## src/peak_normalize_buffer_assert.svh

```systemverilog
// ----------------------------------------------------------------------------
// peak_normalize_buffer_assert
// assertion macros used by the peak normalize buffer module
// ----------------------------------------------------------------------------
`ifndef PEAK_NORMALIZE_BUFFER_ASSERT_SVH
`define PEAK_NORMALIZE_BUFFER_ASSERT_SVH

// property that must hold on every clock edge outside reset
`define PNB_ASSERT(lbl, clk, rstn, prop, msg) \
    lbl: assert property (@(posedge clk) disable iff (!rstn) (prop)) else $error(msg);

// antecedent in one cycle implies consequent in the next
`define PNB_ASSERT_NEXT(lbl, clk, rstn, ante, cons, msg) \
    lbl: assert property (@(posedge clk) disable iff (!rstn) (ante) |=> (cons)) \
        else $error(msg);

`endif

```

## src/pnb_pkg.sv

```systemverilog
// ----------------------------------------------------------------------------
// pnb_pkg
// constants, codes and shared types of the peak normalize buffer
// ----------------------------------------------------------------------------
package pnb_pkg;

    localparam int BUFFER_DEPTH = 4096;
    localparam int SAMPLE_WIDTH = 16;

    localparam int IDX_W  = $clog2(BUFFER_DEPTH);
    localparam int CNT_W  = $clog2(BUFFER_DEPTH + 1);
    localparam int ADDR_W = IDX_W + 1;
    localparam int STEP_W = $clog2(SAMPLE_WIDTH);

    localparam logic [1:0] OP_LOAD  = 2'd0;
    localparam logic [1:0] OP_FETCH = 2'd1;
    localparam logic [1:0] OP_CLEAR = 2'd2;
    localparam logic [1:0] OP_NOP   = 2'd3;

    localparam logic [1:0] MODE_MONO = 2'd1;

    typedef struct packed {
        logic                    start;
        logic [SAMPLE_WIDTH-1:0] sample;
        logic [SAMPLE_WIDTH-1:0] peak;
    } t_div_req;

    typedef struct packed {
        logic                    done;
        logic [SAMPLE_WIDTH-1:0] result;
    } t_div_rsp;

endpackage

```

## src/pnb_divider.sv

```systemverilog
// ----------------------------------------------------------------------------
// pnb_divider
// serial restoring divider: one quotient bit per cycle, with sign,
// saturation and zero-peak handling
// ----------------------------------------------------------------------------
module pnb_divider (
    input  logic              i_clk,
    input  logic              i_rst_n,
    input  pnb_pkg::t_div_req i_req,
    output pnb_pkg::t_div_rsp o_rsp
);
    import pnb_pkg::*;

    localparam logic [SAMPLE_WIDTH-1:0] Q_MAX = {1'b0, {(SAMPLE_WIDTH-1){1'b1}}};

    logic                    r_run, n_run;
    logic                    r_done, n_done;
    logic [STEP_W-1:0]       r_step, n_step;
    logic [SAMPLE_WIDTH:0]   r_rem, n_rem;
    logic [SAMPLE_WIDTH-1:0] r_quot, n_quot;
    logic [SAMPLE_WIDTH-1:0] r_peak, n_peak;
    logic [SAMPLE_WIDTH-1:0] r_res, n_res;
    logic                    r_neg, n_neg;
    logic                    r_zero, n_zero;

    logic [SAMPLE_WIDTH:0]   diff;
    logic [SAMPLE_WIDTH:0]   rem_sel;
    logic                    q_bit;
    logic [SAMPLE_WIDTH-1:0] q_fin;
    logic [SAMPLE_WIDTH-1:0] q_sat;
    logic [SAMPLE_WIDTH-1:0] mag_in;

    always_comb begin
        mag_in  = i_req.sample[SAMPLE_WIDTH-1] ? (~i_req.sample + 1'b1) : i_req.sample;
        q_bit   = (r_rem >= {1'b0, r_peak});
        diff    = r_rem - {1'b0, r_peak};
        rem_sel = q_bit ? diff : r_rem;
        q_fin   = {r_quot[SAMPLE_WIDTH-2:0], q_bit};
        // the integer quotient bit is set, and the result saturated, when the sample magnitude is at or above the peak
        q_sat   = q_fin[SAMPLE_WIDTH-1] ? Q_MAX : q_fin;

        n_run  = r_run;
        n_done = 1'b0;
        n_step = r_step;
        n_rem  = r_rem;
        n_quot = r_quot;
        n_peak = r_peak;
        n_res  = r_res;
        n_neg  = r_neg;
        n_zero = r_zero;

        if (r_run) begin
            n_quot = q_fin;
            n_rem  = {rem_sel[SAMPLE_WIDTH-1:0], 1'b0};
            if (r_step == '0) begin
                n_run  = 1'b0;
                n_done = 1'b1;
                if (r_zero) begin
                    n_res = '0;
                end else if (r_neg) begin
                    n_res = ~q_sat + 1'b1;
                end else begin
                    n_res = q_sat;
                end
            end else begin
                n_step = r_step - 1'b1;
            end
        end else if (i_req.start) begin
            n_run  = 1'b1;
            n_step = STEP_W'(SAMPLE_WIDTH - 1);
            n_rem  = {1'b0, mag_in};
            n_quot = '0;
            n_peak = i_req.peak;
            n_neg  = i_req.sample[SAMPLE_WIDTH-1];
            n_zero = (i_req.peak == '0);
        end
    end

    always_ff @(posedge i_clk) begin
        if (!i_rst_n) begin
            r_run  <= 1'b0;
            r_done <= 1'b0;
        end else begin
            r_run  <= n_run;
            r_done <= n_done;
        end
        r_step <= n_step;
        r_rem  <= n_rem;
        r_quot <= n_quot;
        r_peak <= n_peak;
        r_res  <= n_res;
        r_neg  <= n_neg;
        r_zero <= n_zero;
    end

    assign o_rsp.done   = r_done;
    assign o_rsp.result = r_res;

endmodule
```

## config.mk

```make
export PLATFORM = sky130hd
export DESIGN_NAME = pnb_divider
export DESIGN_NICKNAME = d
export VERILOG_FILES = /design/src/peak_normalize_buffer_assert.svh /design/src/pnb_pkg.sv /design/src/pnb_divider.sv
export SDC_FILE = /design/constraint.sdc
export NUM_CORES = 1
export LEC_CHECK = 0
export BUFFER_PORTS_ARGS = -buffer_cell sky130_fd_sc_hd__buf_4
export CAP_MARGIN = 20
export CELL_PAD_IN_SITES_DETAIL_PLACEMENT = 0
export CELL_PAD_IN_SITES_GLOBAL_PLACEMENT = 1
export CORE_ASPECT_RATIO = 1.75
export CORE_UTILIZATION = 42
export CTS_CLUSTER_DIAMETER = 80
export DETAILED_ROUTE_END_ITERATION = 8
export MAX_ROUTING_LAYER = met4
export PLACE_DENSITY = 0.88
export SLEW_MARGIN = 10
export SYNTH_ARGS = -nofsm -noshare
export SYNTH_HDL_FRONTEND = slang
export SYNTH_SLANG_ARGS = --single-unit
```

## constraint.sdc

```tcl
create_clock -name i_clk -period 3.12 [get_ports i_clk]
set_input_delay 0.312 -clock i_clk [delete_from_list [all_inputs] [get_ports i_clk]]
set_output_delay 0.312 -clock i_clk [all_outputs]
set_load 0.01 [all_outputs]
```

Yosys cells after proc, flatten, opt, wreduce, memory -nomap -nowiden
Index checks and enable logic that the tools add are counted.

Bits of input ports: 35. Bits in read-only memories: 0. Register bits: 72. Word-level logic and storage cells: 41. RAM bits: 0. Memories: 0. Bits in latches: 0. Output and inout bits: 17.

Shift operators: 0. Add/sub/neg operators: 4. Order comparisons: 1. Div/mod/pow operators: 0. Reductions and logical operators: 7. Equality and inequality tests: 1. Bitwise gates (word level): 3. Multiply operators: 0. Mux-type cells: 15.

Operator list (count): 2-to-1 mux 16 bit (3); 2-to-1 mux 15 bit (3); 2-to-1 mux 17 bit (2); adder 16 x 1 -> 16 bit (second input constant) (2); greater-or-equal comparator 17 x 16 -> 1 bit (1); logical NOT 16 bit (1); NOT 15 -> 16 bit (1); NOT 16 bit (1); subtractor 16 bit (1); 2-to-1 mux 4 bit (3); AND reduction 2 bit (4); logical NOT 4 bit (1); 2-to-1 mux 1 bit (4); subtractor 4 x 1 -> 4 bit (second input constant) (1); inequality test 2 bit (second input constant) (1); nonzero test 2 bit (1); NOT 1 bit (1).

Depth between registers and ports, before layout
Word-level depth: 5. Gate-level depth with buffers: 16. Gate-level depth less buffers: 15.

Least setup slack after synthesis
OpenSTA, ideal clock, no wires.

Path type: register to register. From: reg r_step[0]. To: reg r_run. Data arrival time: 3.118 ns. Cell stages (with the launch flop): 6. Setup slack: -0.115 ns. Library setup time: 0.117 ns. Path through: edfxtp_1 -> inv_1 -> ha_1 -> nor4b_1 -> nor2_1 -> and2_1.

Word-level cells in the longest chain between the ends: 3.

RTL lines: start: declaration (line pnb_divider.sv:18) `logic [STEP_W-1:0] r_step, n_step;`; start signal: assignment (line pnb_divider.sv:87) `r_step <= n_step;`; logical NOT 4 bit (line pnb_divider.sv:55) `if (r_step == '0) begin`; 2-to-1 mux 1 bit (line pnb_divider.sv:55); 2-to-1 mux 1 bit (line pnb_divider.sv:52) `if (r_run) begin`; end signal: assignment (line pnb_divider.sv:84) `r_run <= n_run;`; end: declaration (line pnb_divider.sv:16) `logic r_run, n_run;`.

No other way between the ends. A chain may end at the register's enable or synchronous reset.

Final worst setup path
From: reg r_rem[14]. To: reg r_res[10] (data pin).

Word-level cells in the longest chain between the ends: 5.

RTL lines: start: declaration (line pnb_divider.sv:19) `logic [SAMPLE_WIDTH:0] r_rem, n_rem;`; start signal: assignment (line pnb_divider.sv:88) `r_rem <= n_rem;`; greater-or-equal comparator 17 x 16 -> 1 bit (line pnb_divider.sv:35) `q_bit = (r_rem >= {1'b0, r_peak});`; 2-to-1 mux 15 bit (line pnb_divider.sv:40) `q_sat = q_fin[SAMPLE_WIDTH-1] ? Q_MAX : q_fin;`; NOT 15 -> 16 bit (line pnb_divider.sv:61) `n_res = ~q_sat + 1'b1;`; adder 16 x 1 -> 16 bit (line pnb_divider.sv:61); 2-to-1 mux 16 bit (line pnb_divider.sv:60) `end else if (r_neg) begin`; end signal: assignment (line pnb_divider.sv:91) `r_res <= n_res;`; end: declaration (line pnb_divider.sv:22) `logic [SAMPLE_WIDTH-1:0] r_res, n_res;`.

No other way between the ends.

==> impl_metrics.json <==
{
  "dp_slack_ns": 0.0404,
  "hp-start": "i_req[0]",
  "dp.cells": 606,
  "worstPathRequired_ns": 3.18,
  "rsz0062_at_grt": "no",
  "drive_gt1_frac": 0.222,
  "wl_um": 10400,
  "io_buffers": 51,
  "cts_buffer_depth": 2,
  "synthArstFlopShare": 0,
  "p_per_area_mw_per_mm2": 584,
  "grt_max_degree": 32,
  "whs_path_depth": 1,
  "clk_pin_slew_ns": 0.06,
  "first_pass_iters": 4,
  "ys_seq_area_frac": 0.483,
  "maxClockFrequency_mhz": 339,
  "r2r_cells": 14,
  "clock_latency_ns": 0.33,
  "fin_nets": 546,
  "setup_slack_ns": 0.167,
  "core_mm2": 0.0102,
  "cts_buffers": 9,
  "startpoint_type": "flip-flop",
  "ctsRootBufferMaster": "clkbuf_16",
  "hold_class": "in -> reg",
  "avgSynthCellArea_um2": 10.4,
  "dieArea_mm2": 0.0109,
  "ys_ff_latch": 72,
  "instances_no_fill": 623,
  "status": "complete, no violations",
  "yosys_most_used_dff": "edfxtp_1",
  "antenna_found_initial": 0,
  "antenna_left": 0,
  "critPathKind": "reg -> reg",
  "vias": 3504,
  "synth_nets": 481,
  "ctsHtreeMaxLevel": 3,
  "gr-total-overflow": 0,
  "cts_tree": "built",
  "period_share": 0.947,
  "tns_ns": 0,
  "finClkSkew_ns": 0.00572,
  "start_util": 0.431,
  "r2r_slack_ns": 0.17,
  "r2r_end": "r_res[10]",
  "ys.warnings.count": 0,
  "synth_top_cell_by_area": "edfxtp_1",
  "period_needed_ns": 2.95,
  "cp_max_fo": 5,
  "clkSinkCount": 72,
  "power.total_mw": 3.17,
  "syn2layout_area_growth_pct": 23.0,
  "grt_pass1_vias": 3580,
  "setup_viol": 0,
  "ios": 52,
  "holdPathEnd": "r_peak[0]",
  "syn_inst": 426,
  "critPathCaptureType": "flip-flop",
  "netlist_area_mm2": 0.00441,
  "grt_use_total": 0.213,
  "ir_drop_mv": 0.421,
  "r2r_start": "r_rem[14]",
  "insertedDiodeCount": 0,
  "via_per_inst": 5.62,
  "synth_edf_count": 69,
  "rows": 49,
  "synth_top_cell_area_share": 0.470,
  "worst_pin_slew_ns": 0.835,
  "drt_iter0_markers": 169,
  "yosys-top-cells-area": "edfxtp_1 (47%), ha_1 (5.4%), xnor2_1 (4.4%)",
  "slew-limit-headroom": 0.443,
  "drv_cap": 0,
  "die_y_um": 138,
  "power_leakage_nw": 2.14,
  "detail_route.wl_per_cell_um": 16.7,
  "report.final.hold_viol_count": 0,
  "drc": 0,
  "gp_congestion": 0.865,
  "critPathArrivalTime_ns": 3.01,
  "die_w_um": 79.5,
  "grt_pass1_wl_um": 17000,
  "dpl.hpwl_um": 7780,
  "synth_cell_types": 58,
  "maxSlewViolCount": 0
}
==> worst max-delay path by stage <==
stage	from	end	cells past startpoint
2_1_floorplan	r_rem[4]	r_res[6]	14
3_3_place_gp	r_rem[14]	r_res[6]	13
3_5_place_dp	r_rem[4]	r_res[10]	14
4_1_cts	r_rem[4]	r_res[10]	14
5_1_grt	r_rem[4]	r_res[6]	13
6_report	r_rem[14]	r_res[10]	14
==> metal layers <==
layer | share of wire | GRT usage
met3 | 0.030 | 0.0351
met2 | 0.57 | 0.396
met4 | 0.049 | 0.124
met5 | 0 | -
met1 | 0.35 | 0.200
==> per-stage QoR <==
step	cell area, um2	hold WS [ns]	utilization
6_report	5430	0.164	0.530
5_1_grt	5430	0.156	0.530
4_1_cts	5340	0.157	0.521
3_5_place_dp	5030	0.497	0.492
3_3_place_gp	5030	0.483	0.492
2_1_floorplan	4420	0.411	-
==> kinds of logic (layout without fill, tap and decap cells) <==
group                      Yosys count  after routing  synth area share
and+or+nand+nor                    155            155             0.189
AOI/OAI and AO/OA                   85             85             0.131
DFF                                 72             72             0.483
buffers and inverters               47            117            0.0414
xor gates and xnor gates            33             33            0.0655
adders and majority gates           20             20            0.0584
muxes                               14             14            0.0318
==> state kept, by name (all words and copies together) (netlist names) <==
| register | count |
|---|---|
| r_neg | 1 |
| r_rem | 17 |
| r_peak | 16 |
| r_done | 1 |
| r_res | 16 |
| r_step | 4 |
| r_zero | 1 |
| r_run | 1 |
| r_quot | 15 |
==> Yosys cell counts (all sizes together), types with 3 or more instances <==
library cell,count
nand3,5
o221ai,3
nor4,10
or2,5
nand2,24
nor2b,4
ha,19
inv,32
and2,15
buf,4
mux2i,14
nand2b,11
dfxtp,3
or4,3
xor2,11
o21ai,17
nor2,44
o21bai,5
o31ai,4
o41ai,4
xnor2,22
nor3b,6
clkbuf,11
edfxtp,69
o21a,3
a31oi,7
a21oi,14
or3,5
o22a,3
o22ai,7
nor3,13
a211oi,4
==> critical path: stages, from the launching register on <==
cell	delay [ns]
edfxtp_1	0.44
ha_4	0.28
a21o_1	0.20
a221oi_2	0.25
o21ai_1	0.13
nor4_2	0.28
nor2_1	0.11
nor2_2	0.15
ha_2	0.22
nand2b_4	0.08
nor3_2	0.14
nor3b_1	0.07
a21oi_1	0.14
o22a_1	0.16
nor2_1	0.04
==> layout by cell type, fill, tap and decap left out, drive strengths merged, types with 13 or more instances in the layout <==
master,count
a21oi,14
and2,15
buf,69
edfxtp,69
ha,19
inv,33
mux2i,14
nand2,24
nor2,44
nor3,13
o21ai,17
xnor2,22
==> report_power, final <==
group | total [mW] | switching (mW) | internal, mW
Clock | 1.05 | 0.402 | 0.643
Sequential | 1.22 | 0.0609 | 1.16
Combinational | 0.898 | 0.489 | 0.409
==> area by class of cell <==
type	count	area, um2
timing repair buffer	69	518
tap	127	159
sequential	72	2130
clock inverter	6	67.6
fill	925	4810
multi-input combinational	307	2190
clock buffer	10	239
inverter	32	120
==> repair_timing <==
action,4_1_cts,5_1_grt
hold endpoints to repair,0,0
setup endpoints to repair,0,7
setup buffers,0,1
gates resized for setup,0,14
hold buffers,0,0
Power figures use the tool's default switching activity.
