[config.mk]
export PLATFORM = sky130hd
export DESIGN_NAME = pnb_ram
export DESIGN_NICKNAME = d
export VERILOG_FILES = /design/src/peak_normalize_buffer_assert.svh /design/src/pnb_ram.sv
export SDC_FILE = /design/constraint.sdc
export NUM_CORES = 1
export LEC_CHECK = 0
export ABC_AREA = 1
export ABC_CLOCK_PERIOD_IN_PS = 1500
export BUFFER_PORTS_ARGS = -buffer_cell sky130_fd_sc_hd__buf_2
export CORE_MARGIN = 5
export CORE_UTILIZATION = 35
export CTS_CLUSTER_DIAMETER = 50
export DETAILED_ROUTE_END_ITERATION = 16
export PLACE_DENSITY_LB_ADDON = 0.08
export SLEW_MARGIN = 20
export SYNTH_ARGS = -nofsm -noshare
export SYNTH_HDL_FRONTEND = slang
export SYNTH_SLANG_ARGS = --single-unit
export TNS_END_PERCENT = 10
[constraint.sdc]
create_clock -name i_clk -period 1.5 [get_ports i_clk]
set_input_delay 0.225 -clock i_clk [delete_from_list [all_inputs] [get_ports i_clk]]
set_output_delay 0.225 -clock i_clk [all_outputs]
set_load 0.01 [all_outputs]
[src/peak_normalize_buffer_assert.svh]
// ----------------------------------------------------------------------------
// peak_normalize_buffer_assert
// assertion macros used by the peak normalize buffer module
// ----------------------------------------------------------------------------
`ifndef PEAK_NORMALIZE_BUFFER_ASSERT_SVH
`define PEAK_NORMALIZE_BUFFER_ASSERT_SVH

// property that must hold on every clock edge outside reset
`define PNB_ASSERT(lbl, clk, rstn, prop, msg) \
    lbl: assert property (@(posedge clk) disable iff (!rstn) (prop)) else $error(msg);

// antecedent in one cycle implies consequent in the next
`define PNB_ASSERT_NEXT(lbl, clk, rstn, ante, cons, msg) \
    lbl: assert property (@(posedge clk) disable iff (!rstn) (ante) |=> (cons)) \
        else $error(msg);

`endif

[src/pnb_ram.sv]
// ----------------------------------------------------------------------------
// pnb_ram
// generic single write port, single read port ram with registered read
// ----------------------------------------------------------------------------
module pnb_ram #(
    parameter int WIDTH = 16,
    parameter int DEPTH = 16
) (
    input  logic                     i_clk,
    input  logic                     i_we,
    input  logic [$clog2(DEPTH)-1:0] i_waddr,
    input  logic [WIDTH-1:0]         i_wdata,
    input  logic [$clog2(DEPTH)-1:0] i_raddr,
    output logic [WIDTH-1:0]         o_rdata
);

    logic [WIDTH-1:0] r_mem [DEPTH];
    logic [WIDTH-1:0] r_rdata;

    always_ff @(posedge i_clk) begin
        if (i_we) begin
            r_mem[i_waddr] <= i_wdata;
        end
        r_rdata <= r_mem[i_raddr];
    end

    assign o_rdata = r_rdata;

endmodule

# Word-level counts from Yosys, hierarchy flattened
# Memories as Yosys holds them, arrays and structs flattened. A register that Yosys moved wholly into a read port is not among the register bits.
# Cells that the tools add are included.
# totals
memories,1
ff_bits,0
word_cells,3
output_inout_bits,16
ram_bits,256
# memory_table
name,depth,word_bits,rd,rd_clocked_by_memory_dff,write_ports,line_no,rtl
r_mem,16,16,1,1,1,pnb_ram.sv:17,logic [WIDTH-1:0] r_mem [DEPTH];
# op_classes
mux,2
# ops
op,n
1-bit 2-to-1 mux,2

# Logic depth before layout (Yosys ltp)
# Gate-level depths: netlist of run 1.
# depth
depth_word,2
ltp_mapped,9
ltp_nobuf,7

# Worst setup path before layout of run 1
# Ideal clock, no wire load.
# synth_timing
kind,input to register
startpoint,input i_waddr[2]
endpoint,"memory r_mem[10][0], enable pin"
path_stages,2
slack_ps,-25
t_arrival_ps,1136
cell_sequence,nand3b_1 nor2_1
# synth_rtl
item,line_no,rtl
from (decl),pnb_ram.sv:11,"input logic [$clog2(DEPTH)-1:0] i_waddr,"
to (decl),pnb_ram.sv:17,
# Straight into the memory's write port.

# Worst setup path after layout of run 1
# layout_timing
startpoint,"register r_rdata[4], in the netlist o_rdata[4] (read register of r_mem)"
endpoint,output o_rdata[4]
# layout_rtl
item,line_no,rtl
from (decl),pnb_ram.sv:18,logic [WIDTH-1:0] r_rdata;
to (decl),pnb_ram.sv:14,output logic [WIDTH-1:0] o_rdata
# No word-level cell between the ends.

==> results.cfg, run 1 <==
[run_status]
status = complete, no violations

[timing]
finalClockSkew_ns = 0.00960
finalMaxSlewViolations = 0
finalSetupViolCount = 0
setup_ws_ns = 0.229
max_slew.worst_pin.slew_ns = 0.408
clock.fmax_mhz = 787
period_minus_slack_ns = 1.27
relSlewSlack_pct = 72.8
grt_setup_unrepaired = no
fin_crit_sh_pct = 84.7
final_hold_viol_count = 0

[power_and_ir_drop]
swShare_pct = 21.4
power_density_nw_per_um2 = 1340
power.internal_uw = 14600
p_total_uw = 18600
p_switching_uw = 3970
comb_power_share_pct = 6.3
clockPowerShare_pct = 47.7
leakagePower_uw = 0.00594
sequentialPowerShare_pct = 46.1
vdd_drop_max_mv = 0.576

[placed_design]
gp_congestion = 0.752
dp_cells = 1570
io_buffers = 41
dp_hpwl_mm = 19.4
placed_cell_area_um2 = 12700
place_ws_ns = 0.0140

[logic_synthesis]
synth.area.top_cells = edfxtp_1 (68%), nand2_1 (11%), nand3_1 (8.5%)
async_reset_ff_share_pct = 0
mappedNetlistArea_um2 = 11400
syn_nets = 1100
ys_ff_latch = 272
yosys_warnings = 0
syn_area_per_cell_um2 = 10.6
synth_cell_types = 13
ys_seq_area_share_pct = 70.4
synth_edf_count = 256
synth_cells = 1074
yosysMostFrequentCell = nand2_1
synth_top_cell_area_share_pct = 67.5
synth_commonest_cells = nand2_1 (341), edfxtp_1 (256), inv_1 (196)
synth_area_leader_cell = edfxtp_1
synth_top_flop_cell = edfxtp_1

[detailed_routing]
via_per_inst = 4.54
wl_mm = 30.8
dr_total_vias = 7421
firstDrtPassIters = 5
wl_per_cell_um = 18.8
detail-route-antenna-nets = 0
first_iter_violations = 424
route.detailed.drc = 0

[die]
start_util_pct = 35.2
core_um2 = 32300
die_h_um = 190
die_w_um = 190
io_pins = 42
fp-row-count = 66
die_area_um2 = 36200

[cells_and_area]
fin_area_um2 = 13900
area_delta_synth_final_pct = 22.0
nNetsFinal = 1191
drive_above_1_share_pct = 14.7
finalNonFillerCells = 1634

[setup_path]
cp_max_fo = 1
cpPeakStageDelay_ns = 0.39
arrival_ns = 1.05
worst-path-buf-inv = 1
critical_path.cell_chain = buf_2
crit_family = flip-flops
cp_slowest_cell = dfxtp_1
cp.required_ns = 1.27
critPathKind = register to output pin
crit_path_start_kind = register
crit_path_end_kind = output pin

[grt]
track_usage_pct = 17.0
antenna_found_initial = 2
overflow = 0
grt_pass1_wl_mm = 46.5
grt_pass1_vias = 7402
grt_max_degree = 44

[job]
drv_cap = 0

[hold_path]
hp-class = input port to register

[cts]
clk-insertion-delay-late_ns = 0.50
cts_made_buffers = 35
cts_tree = built
htree_num_levels = 2
clockRootBuffer = clkbuf_16
clkSlewWorstSetupHoldPaths_ns = 0.05
clock_path_buffers = 3
post_cts_buffers = 0
cts_hold_buffers = 0
clock-sinks = 272
cts_resized = 0
==> power groups by stage <==
stage	clock network (uW)	registers, uW	logic, uW
after floorplan	0	8720	574
after global placement	0	8710	1190
after detailed placement	0	8710	1190
after CTS	9040	8560	1190
after global routing	9360	8570	1290
final	8850	8550	1160
==> cells in the final DEF (no fill, tap or decap) <==
cell | Yosys | final
inv_2 | 2 | 1
inv_4 | 0 | 1
nand3_1 | 193 | 193
clkbuf_1 | 10 | 9
buf_4 | 18 | 41
nand2_1 | 341 | 341
clkinv_1 | 0 | 2
nor2_2 | 0 | 16
clkinv_2 | 0 | 5
inv_1 | 196 | 196
edfxtp_1 | 256 | 256
inv_6 | 0 | 1
clkinvlp_4 | 0 | 1
clkinv_4 | 0 | 1
buf_2 | 19 | 40
nor2_1 | 17 | 1
dfxtp_1 | 16 | 16
clkbuf_16 | 0 | 37
bufinv_16 | 0 | 7
buf_12 | 0 | 24
diode_2 | 0 | 1
nand3b_1 | 2 | 2
==> flip-flops by register name, indices dropped and copies added (netlist names) <==
name / cells
o_rdata: 16
r_mem: 256
==> final timing paths <==
kind | start | end | slack, ns | cells past startpoint
setup reg to reg | r_mem[8][13]$_DFFE_PP_ | o_rdata[13]$_DFF_P_ | 0.46 | 6
setup / recovery | o_rdata[4]$_DFF_P_ | o_rdata[4] | 0.23 | 1
hold / removal | i_raddr[3] | o_rdata[3]$_DFF_P_ | 0.07 | 4
hold reg to reg | r_mem[2][15]$_DFFE_PP_ | o_rdata[15]$_DFF_P_ | 0.67 | 6
==> final cells by class <==
type	count	area (um^2)
antenna	1	2.50
clock buffer	46	960
clock inverter	17	268
fill	3065	18400
inverter	198	746
multi-input combinational	553	2360
sequential	272	8010
tap	442	553
timing repair buffer	105	988
==> routing by layer <==
layer  track usage [%]  wire length [um]
met5                 0                13
met4              4.50               656
met3              2.89              1090
met2              27.3             14300
met1              24.1             14700
==> cells by family after synthesis <==
group / Yosys count / share of synthesized area (%)
flops: 272 / 70.4
buf+inv: 249 / 9.21
simple gates: 553 / 20.4
==> through the flow <==
step | util (%) | hold WS, ns | TNS (ns)
6_report | 43.0 | 0.0696 | 0
5_1_grt | 43.0 | 0.0900 | 0
4_1_cts | 43.0 | 0.0638 | 0
3_5_place_dp | 39.2 | 0.592 | 0
3_3_place_gp | 39.2 | 0.589 | -0.0164
2_1_floorplan | - | 0.324 | -3.15
No activity file was read; power rests on OpenSTA's default activity.
==> inputs of run 2 (changes only) <==
--- a/config.mk
+++ b/config.mk
@@ -5,8 +5,8 @@
 export SDC_FILE = /design/constraint.sdc
 export NUM_CORES = 1
 export LEC_CHECK = 0
-export ABC_AREA = 1
-export ABC_CLOCK_PERIOD_IN_PS = 1500
+export ABC_AREA = 0
+export ABC_CLOCK_PERIOD_IN_PS = 1200
 export BUFFER_PORTS_ARGS = -buffer_cell sky130_fd_sc_hd__buf_2
 export CORE_MARGIN = 5
 export CORE_UTILIZATION = 35
==> constraint.sdc (replaced) <==
create_clock -name i_clk -period 1.2 [get_ports i_clk]
set_input_delay 0.18 -clock i_clk [delete_from_list [all_inputs] [get_ports i_clk]]
set_output_delay 0.18 -clock i_clk [all_outputs]
set_load 0.01 [all_outputs]
==> results.cfg, run 2 <==
[logic_synthesis]
synth-compound-area-share_pct = 2.39
syn_nets = 458
syn_area_per_cell_um2 = 23.2
mappedNetlistArea_um2 = 10000
muxShareOfSynthArea_pct = 14.7
yosys_warnings = 0
ys_seq_area_share_pct = 79.7
synth_cell_types = 19
ys_ff_latch = 272
synth_cells = 432
synth_area_leader_cell = edfxtp_1
synth_top_cell_area_share_pct = 76.5
synth_xor_area_share_pct = 0
synth_commonest_cells = edfxtp_1 (256), mux4_2 (54), a22oi_1 (32)
async_reset_ff_share_pct = 0
synth_top_flop_cell = edfxtp_1
synth_top_family_by_area = multiplexers
yosys.area_share.adder_pct = 0
yosys.area_share.simple_pct = 1.92
yosysMostFrequentCell = edfxtp_1
synth.area.top_cells = edfxtp_1 (77%), mux4_2 (12%), dfxtp_1 (3.2%)
synth_edf_count = 256

[cells_and_area]
top_register = r_mem
nNetsFinal = 564
nFillCells = 2519
largest_reg_flops = 256
fin_area_um2 = 12600
final_cell_mix = edfxtp_1 (256), mux4_2 (63), buf_2 (32)
area_delta_synth_final_pct = 25.6
final_common_cell = edfxtp_1
drive_above_1_share_pct = 46.0

[timing]
period_minus_slack_ns = 1.24
finalClockSkew_ns = 0.0112
finalMaxSlewViolations = 0
grt_setup_unrepaired = yes
setup_ws_ns = -0.0396
fin_crit_sh_pct = 103
clock.fmax_mhz = 807
relSlewSlack_pct = 64.8
tns_ns = -0.210
finalSetupViolCount = 10
final_hold_viol_count = 0
max_slew.worst_pin.slew_ns = 0.526
hold_ws_ns = 0.0193

[cts]
clock_path_buffers = 3
clk-insertion-delay-late_ns = 0.55
clockRootBuffer = clkbuf_16
clkSlewWorstSetupHoldPaths_ns = 0.06
htree_num_levels = 1
clock-sinks = 272
cts_made_buffers = 31
cts_tree = built

[detailed_routing]
wl_mm = 22.8
via_per_inst = 5.01
route.detailed.drc = 0
wl_per_cell_um = 24.0
dr_total_vias = 4748
firstDrtPassIters = 4
first_iter_violations = 302
detail-route-antenna-nets = 0

[job]
drv_cap = 0

[grt]
grt_pass1_vias = 5267
track_usage_pct = 14.7
antenna_found_initial = 1
grt_max_degree = 26
grt_pass1_wl_mm = 34.3
overflow = 0

[die]
start_util_pct = 35.2
die_h_um = 179
core_um2 = 28500
io_pins = 42
fp-row-count = 62
die_w_um = 179
die_area_um2 = 32200

[setup_path]
rrSetupSlack_ns = -0.04
crit_path_end_kind = register
cp.required_ns = 1.62
cp_max_fo = 1
critPathKind = register to register
startpoint = r_mem[8][10]$_DFFE_PP_
r2r_start = r_mem[8][10]$_DFFE_PP_
crit_path_start_kind = register
worst_r2r_path_depth = 3
r2r_end = o_rdata[10]$_DFF_P_
cp-endpoint = o_rdata[10]$_DFF_P_
arrival_ns = 1.66

[run_status]
status = complete, but fails checks
violations = negative setup slack

[placed_design]
io_buffers = 41
dp_hpwl_mm = 12.9
placed_cell_area_um2 = 11400
gp_congestion = 0.685
place_ws_ns = -0.411

[hold_path]
hp-class = input port to register

[power_and_ir_drop]
vdd_drop_max_mv = 1.17
leakagePower_uw = 0.00408
power_density_nw_per_um2 = 1650
==> run 2: changes by cell type after synthesis, sizes merged, moves of 2 or more <==
cell    before  now
a22oi        0   32
nand2      341   17
nor2b        0    2
nand2b       0    2
clkbuf      10    8
nor3         0    4
nor2        17   13
mux4         0   64
nand3      193    1
inv        198    0
buf         41   13
==> run 2: worst max-delay path: stages (launching register included) <==
cell and delay (ns):
edfxtp_1 0.37, mux4_2 0.48, a22oi_2 0.17, nand2_1 0.10
==> run 2: final cells by class <==
type | instances | area [um^2] | share of cell area, %
Clock buffer | 40 | 850 | 6.74
Sequential cell | 272 | 8020 | 63.6
Antenna cell | 1 | 2.50 | 0.0198
Timing Repair Buffer | 94 | 1000 | 7.94
Tap cell | 384 | 480 | 3.81
Clock inverter | 18 | 145 | 1.15
Multi-Input combinational cell | 139 | 2110 | 16.7
==> run 2: through the flow <==
stage | std cells | power [uW] | util, %
floorplan | 432 | 11400 | -
global placement | 881 | 12000 | 39.8
detailed placement | 881 | 12000 | 39.8
CTS | 947 | 21100 | 44.0
global route | 947 | 21600 | 44.2
finish | 948 | 20800 | 44.2
==> run 2: worst min path at each step <==
stage | depth (start not counted) | slack, ns | end | startpoint
after floorplan | 0 | 0.28 | r_mem[0][0]$_DFFE_PP_ | i_wdata[0]
after global placement | 1 | 0.55 | r_mem[10][13]$_DFFE_PP_ | i_wdata[13]
after detailed placement | 1 | 0.56 | r_mem[11][12]$_DFFE_PP_ | i_wdata[12]
after CTS | 1 | 0.00004 | r_mem[10][9]$_DFFE_PP_ | i_wdata[9]
after global routing | 1 | 0.01 | r_mem[14][7]$_DFFE_PP_ | i_wdata[7]
final | 1 | 0.02 | r_mem[14][10]$_DFFE_PP_ | i_wdata[10]
==> run 2: power breakdown <==
part / internal, uW / switching (uW) / leakage, uW
clock network: 5250 / 3680 / 0.000492
registers: 10600 / 67.8 / 0.00245
logic: 581 / 643 / 0.00114
==> run 2: cell families after synthesis <==
logic type | count (synthesis)
buffers and inverters | 21
DFF | 272
AOI/OAI and AO/OA | 32
muxes | 64
and+or+nand+nor | 43
==> run 2: what timing repair did <==
| item | 4_1_cts | 5_1_grt |
|---|---|---|
| setup endpoints to repair | 24 | 25 |
| gates resized for setup | 43 | 13 |
| hold buffers | 8 | 0 |
| setup buffers | 0 | 0 |
| endpoints found under the hold margin | 127 | 0 |
| pin swaps | 28 | 2 |
==> run 2: routing by layer <==
| layer | global-route usage, % | part of all wire, % |
|---|---|---|
| met1 | 21.8 | 47 |
| met2 | 23.0 | 47 |
| met3 | 2.52 | 4.2 |
| met4 | 3.14 | 1.8 |
| met5 | 0 | 0 |
==> inputs of run 3 (changes only) <==
--- a/config.mk
+++ b/config.mk
@@ -5,14 +5,13 @@
 export SDC_FILE = /design/constraint.sdc
 export NUM_CORES = 1
 export LEC_CHECK = 0
-export ABC_AREA = 0
+export ABC_AREA = 1
 export ABC_CLOCK_PERIOD_IN_PS = 1200
 export BUFFER_PORTS_ARGS = -buffer_cell sky130_fd_sc_hd__buf_2
 export CORE_MARGIN = 5
 export CORE_UTILIZATION = 35
 export CTS_CLUSTER_DIAMETER = 50
 export DETAILED_ROUTE_END_ITERATION = 16
-export PLACE_DENSITY_LB_ADDON = 0.08
 export SLEW_MARGIN = 20
 export SYNTH_ARGS = -nofsm -noshare
 export SYNTH_HDL_FRONTEND = slang
==> results.cfg, run 3 (same netlist as run 1, synthesis figures left out) <==
[setup_path]
cp_max_fo = 1
cp.required_ns = 1.02
critPathKind = register to output pin
crit_path_end_kind = output pin
cp_slowest_cell = dfxtp_4
cpPeakStageDelay_ns = 0.36
crit_family = flip-flops
worst-path-buf-inv = 1
critical_path.cell_chain = buf_6
arrival_ns = 1.01
crit_path_start_kind = register

[timing]
clock.fmax_mhz = 838
fin_crit_sh_pct = 99.5
finalClockSkew_ns = 0.00983
max_slew.worst_pin.slew_ns = 0.372
finalSetupViolCount = 0
tns_ns = 0
setup_ws_ns = 0.00642
final_hold_viol_count = 0
grt_setup_unrepaired = yes
finalMaxSlewViolations = 0
period_minus_slack_ns = 1.19
relSlewSlack_pct = 75.2

[cts]
clock_path_buffers = 3
htree_num_levels = 1
clock-sinks = 272
clk-insertion-delay-late_ns = 0.54
cts_made_buffers = 29
cts_tree = built
clockRootBuffer = clkbuf_16
clkSlewWorstSetupHoldPaths_ns = 0.06
cts_hold_buffers = 0

[die]
fp-row-count = 66
die_w_um = 190
die_area_um2 = 36200
io_pins = 42
core_um2 = 32300
start_util_pct = 35.2
die_h_um = 190

[placed_design]
io_buffers = 41
place_ws_ns = -0.129
dp_hpwl_mm = 15.2
dp_cells = 1547
gp_congestion = 0.715

[grt]
grt_max_degree = 65
grt_pass1_wl_mm = 40.8
track_usage_pct = 14.8
grt_pass1_vias = 6911
overflow = 0
antenna_found_initial = 2

[cells_and_area]
nFillCells = 3024
top_register = r_mem
area_delta_synth_final_pct = 18.9
largest_reg_flops = 256
finalNonFillerCells = 1600
final_cell_mix = nand2_1 (341), edfxtp_1 (256), inv_1 (196)
nNetsFinal = 1162
drive_above_1_share_pct = 12.6
final_common_cell = nand2_1
diodes = 0

[job]
drv_cap = 0

[power_and_ir_drop]
power_density_nw_per_um2 = 1530
leakagePower_uw = 0.00571
vdd_drop_max_mv = 1.28

[detailed_routing]
first_iter_violations = 586
dr_total_vias = 7380
via_per_inst = 4.61
detail-route-antenna-nets = 0
route.detailed.drc = 0
wl_per_cell_um = 16.9
firstDrtPassIters = 5
wl_mm = 27.1

[run_status]
status = complete, no violations

[hold_path]
hp-class = input port to register
-- run 3: changes by cell type in the layout (fill, tap and decap cells not counted), moves of 4 or more --
| cell | previous run | this run |
|---|---|---|
| a22oi_2 | 26 | 0 |
| buf_12 | 26 | 31 |
| dfxtp_1 | 3 | 12 |
| buf_4 | 20 | 13 |
| buf_6 | 8 | 4 |
| a22oi_1 | 6 | 0 |
| mux4_2 | 63 | 0 |
| nand2_1 | 17 | 341 |
| nor2_2 | 10 | 16 |
| inv_1 | 0 | 196 |
| dfxtp_2 | 13 | 2 |
| dlygate4sd3_1 | 8 | 0 |
| nor3_4 | 4 | 0 |
| nand3_1 | 1 | 193 |
-- run 3: cell type report --
type	count	area, um^2	area share, %
Clock buffer	38	779	5.76
Clock inverter	15	134	0.990
Inverter	198	744	5.50
Multi-Input combinational cell	553	2360	17.5
Sequential cell	272	8020	59.3
Tap cell	442	553	4.09
Timing Repair Buffer	82	933	6.90
-- run 3: what timing repair did --
item,in CTS,in global routing
gates cloned,0,0
resized for setup,9,3
pin swaps,0,0
endpoints found under the setup margin,4,6
buffers inserted,0,0
-- run 3: per-stage QoR --
step | area (um^2) | hold slack (ns) | util [%] | power (uW)
final | 13500 | 0.0139 | 41.9 | 20600
after global routing | 13500 | 0.0140 | 41.9 | 21300
after CTS | 13500 | 0.00339 | 41.9 | 20800
after detailed placement | 12600 | 0.572 | 38.9 | 12300
after global placement | 12600 | 0.563 | 38.9 | 12200
after floorplan | 11400 | 0.279 | - | 11600
-- run 3: power by group --
group          internal (uW)  total, uW  switching, uW
logic                    486       1390            904
clock network           5000       8570           3570
registers              10600      10700           68.6
total                  16100      20600           4540
-- run 3: routing by layer --
layer  part of all wire [%]  GRT usage (%)
met5                   0.11              0
met4                    1.5           3.01
met3                    5.6           2.60
met2                     47           24.3
met1                     46           20.7
-- run 3: worst paths after layout --
path / slack, ns / end / cells after the start / from
hold reg to reg: 0.64 / o_rdata[3]$_DFF_P_ / 6 / r_mem[10][3]$_DFFE_PP_
setup reg to reg: 0.27 / o_rdata[9]$_DFF_P_ / 6 / r_mem[8][9]$_DFFE_PP_
hold / removal: 0.01 / r_mem[3][14]$_DFFE_PP_ / 1 / i_wdata[14]
setup / recovery: 0.006 / o_rdata[6] / 1 / o_rdata[6]$_DFF_P_
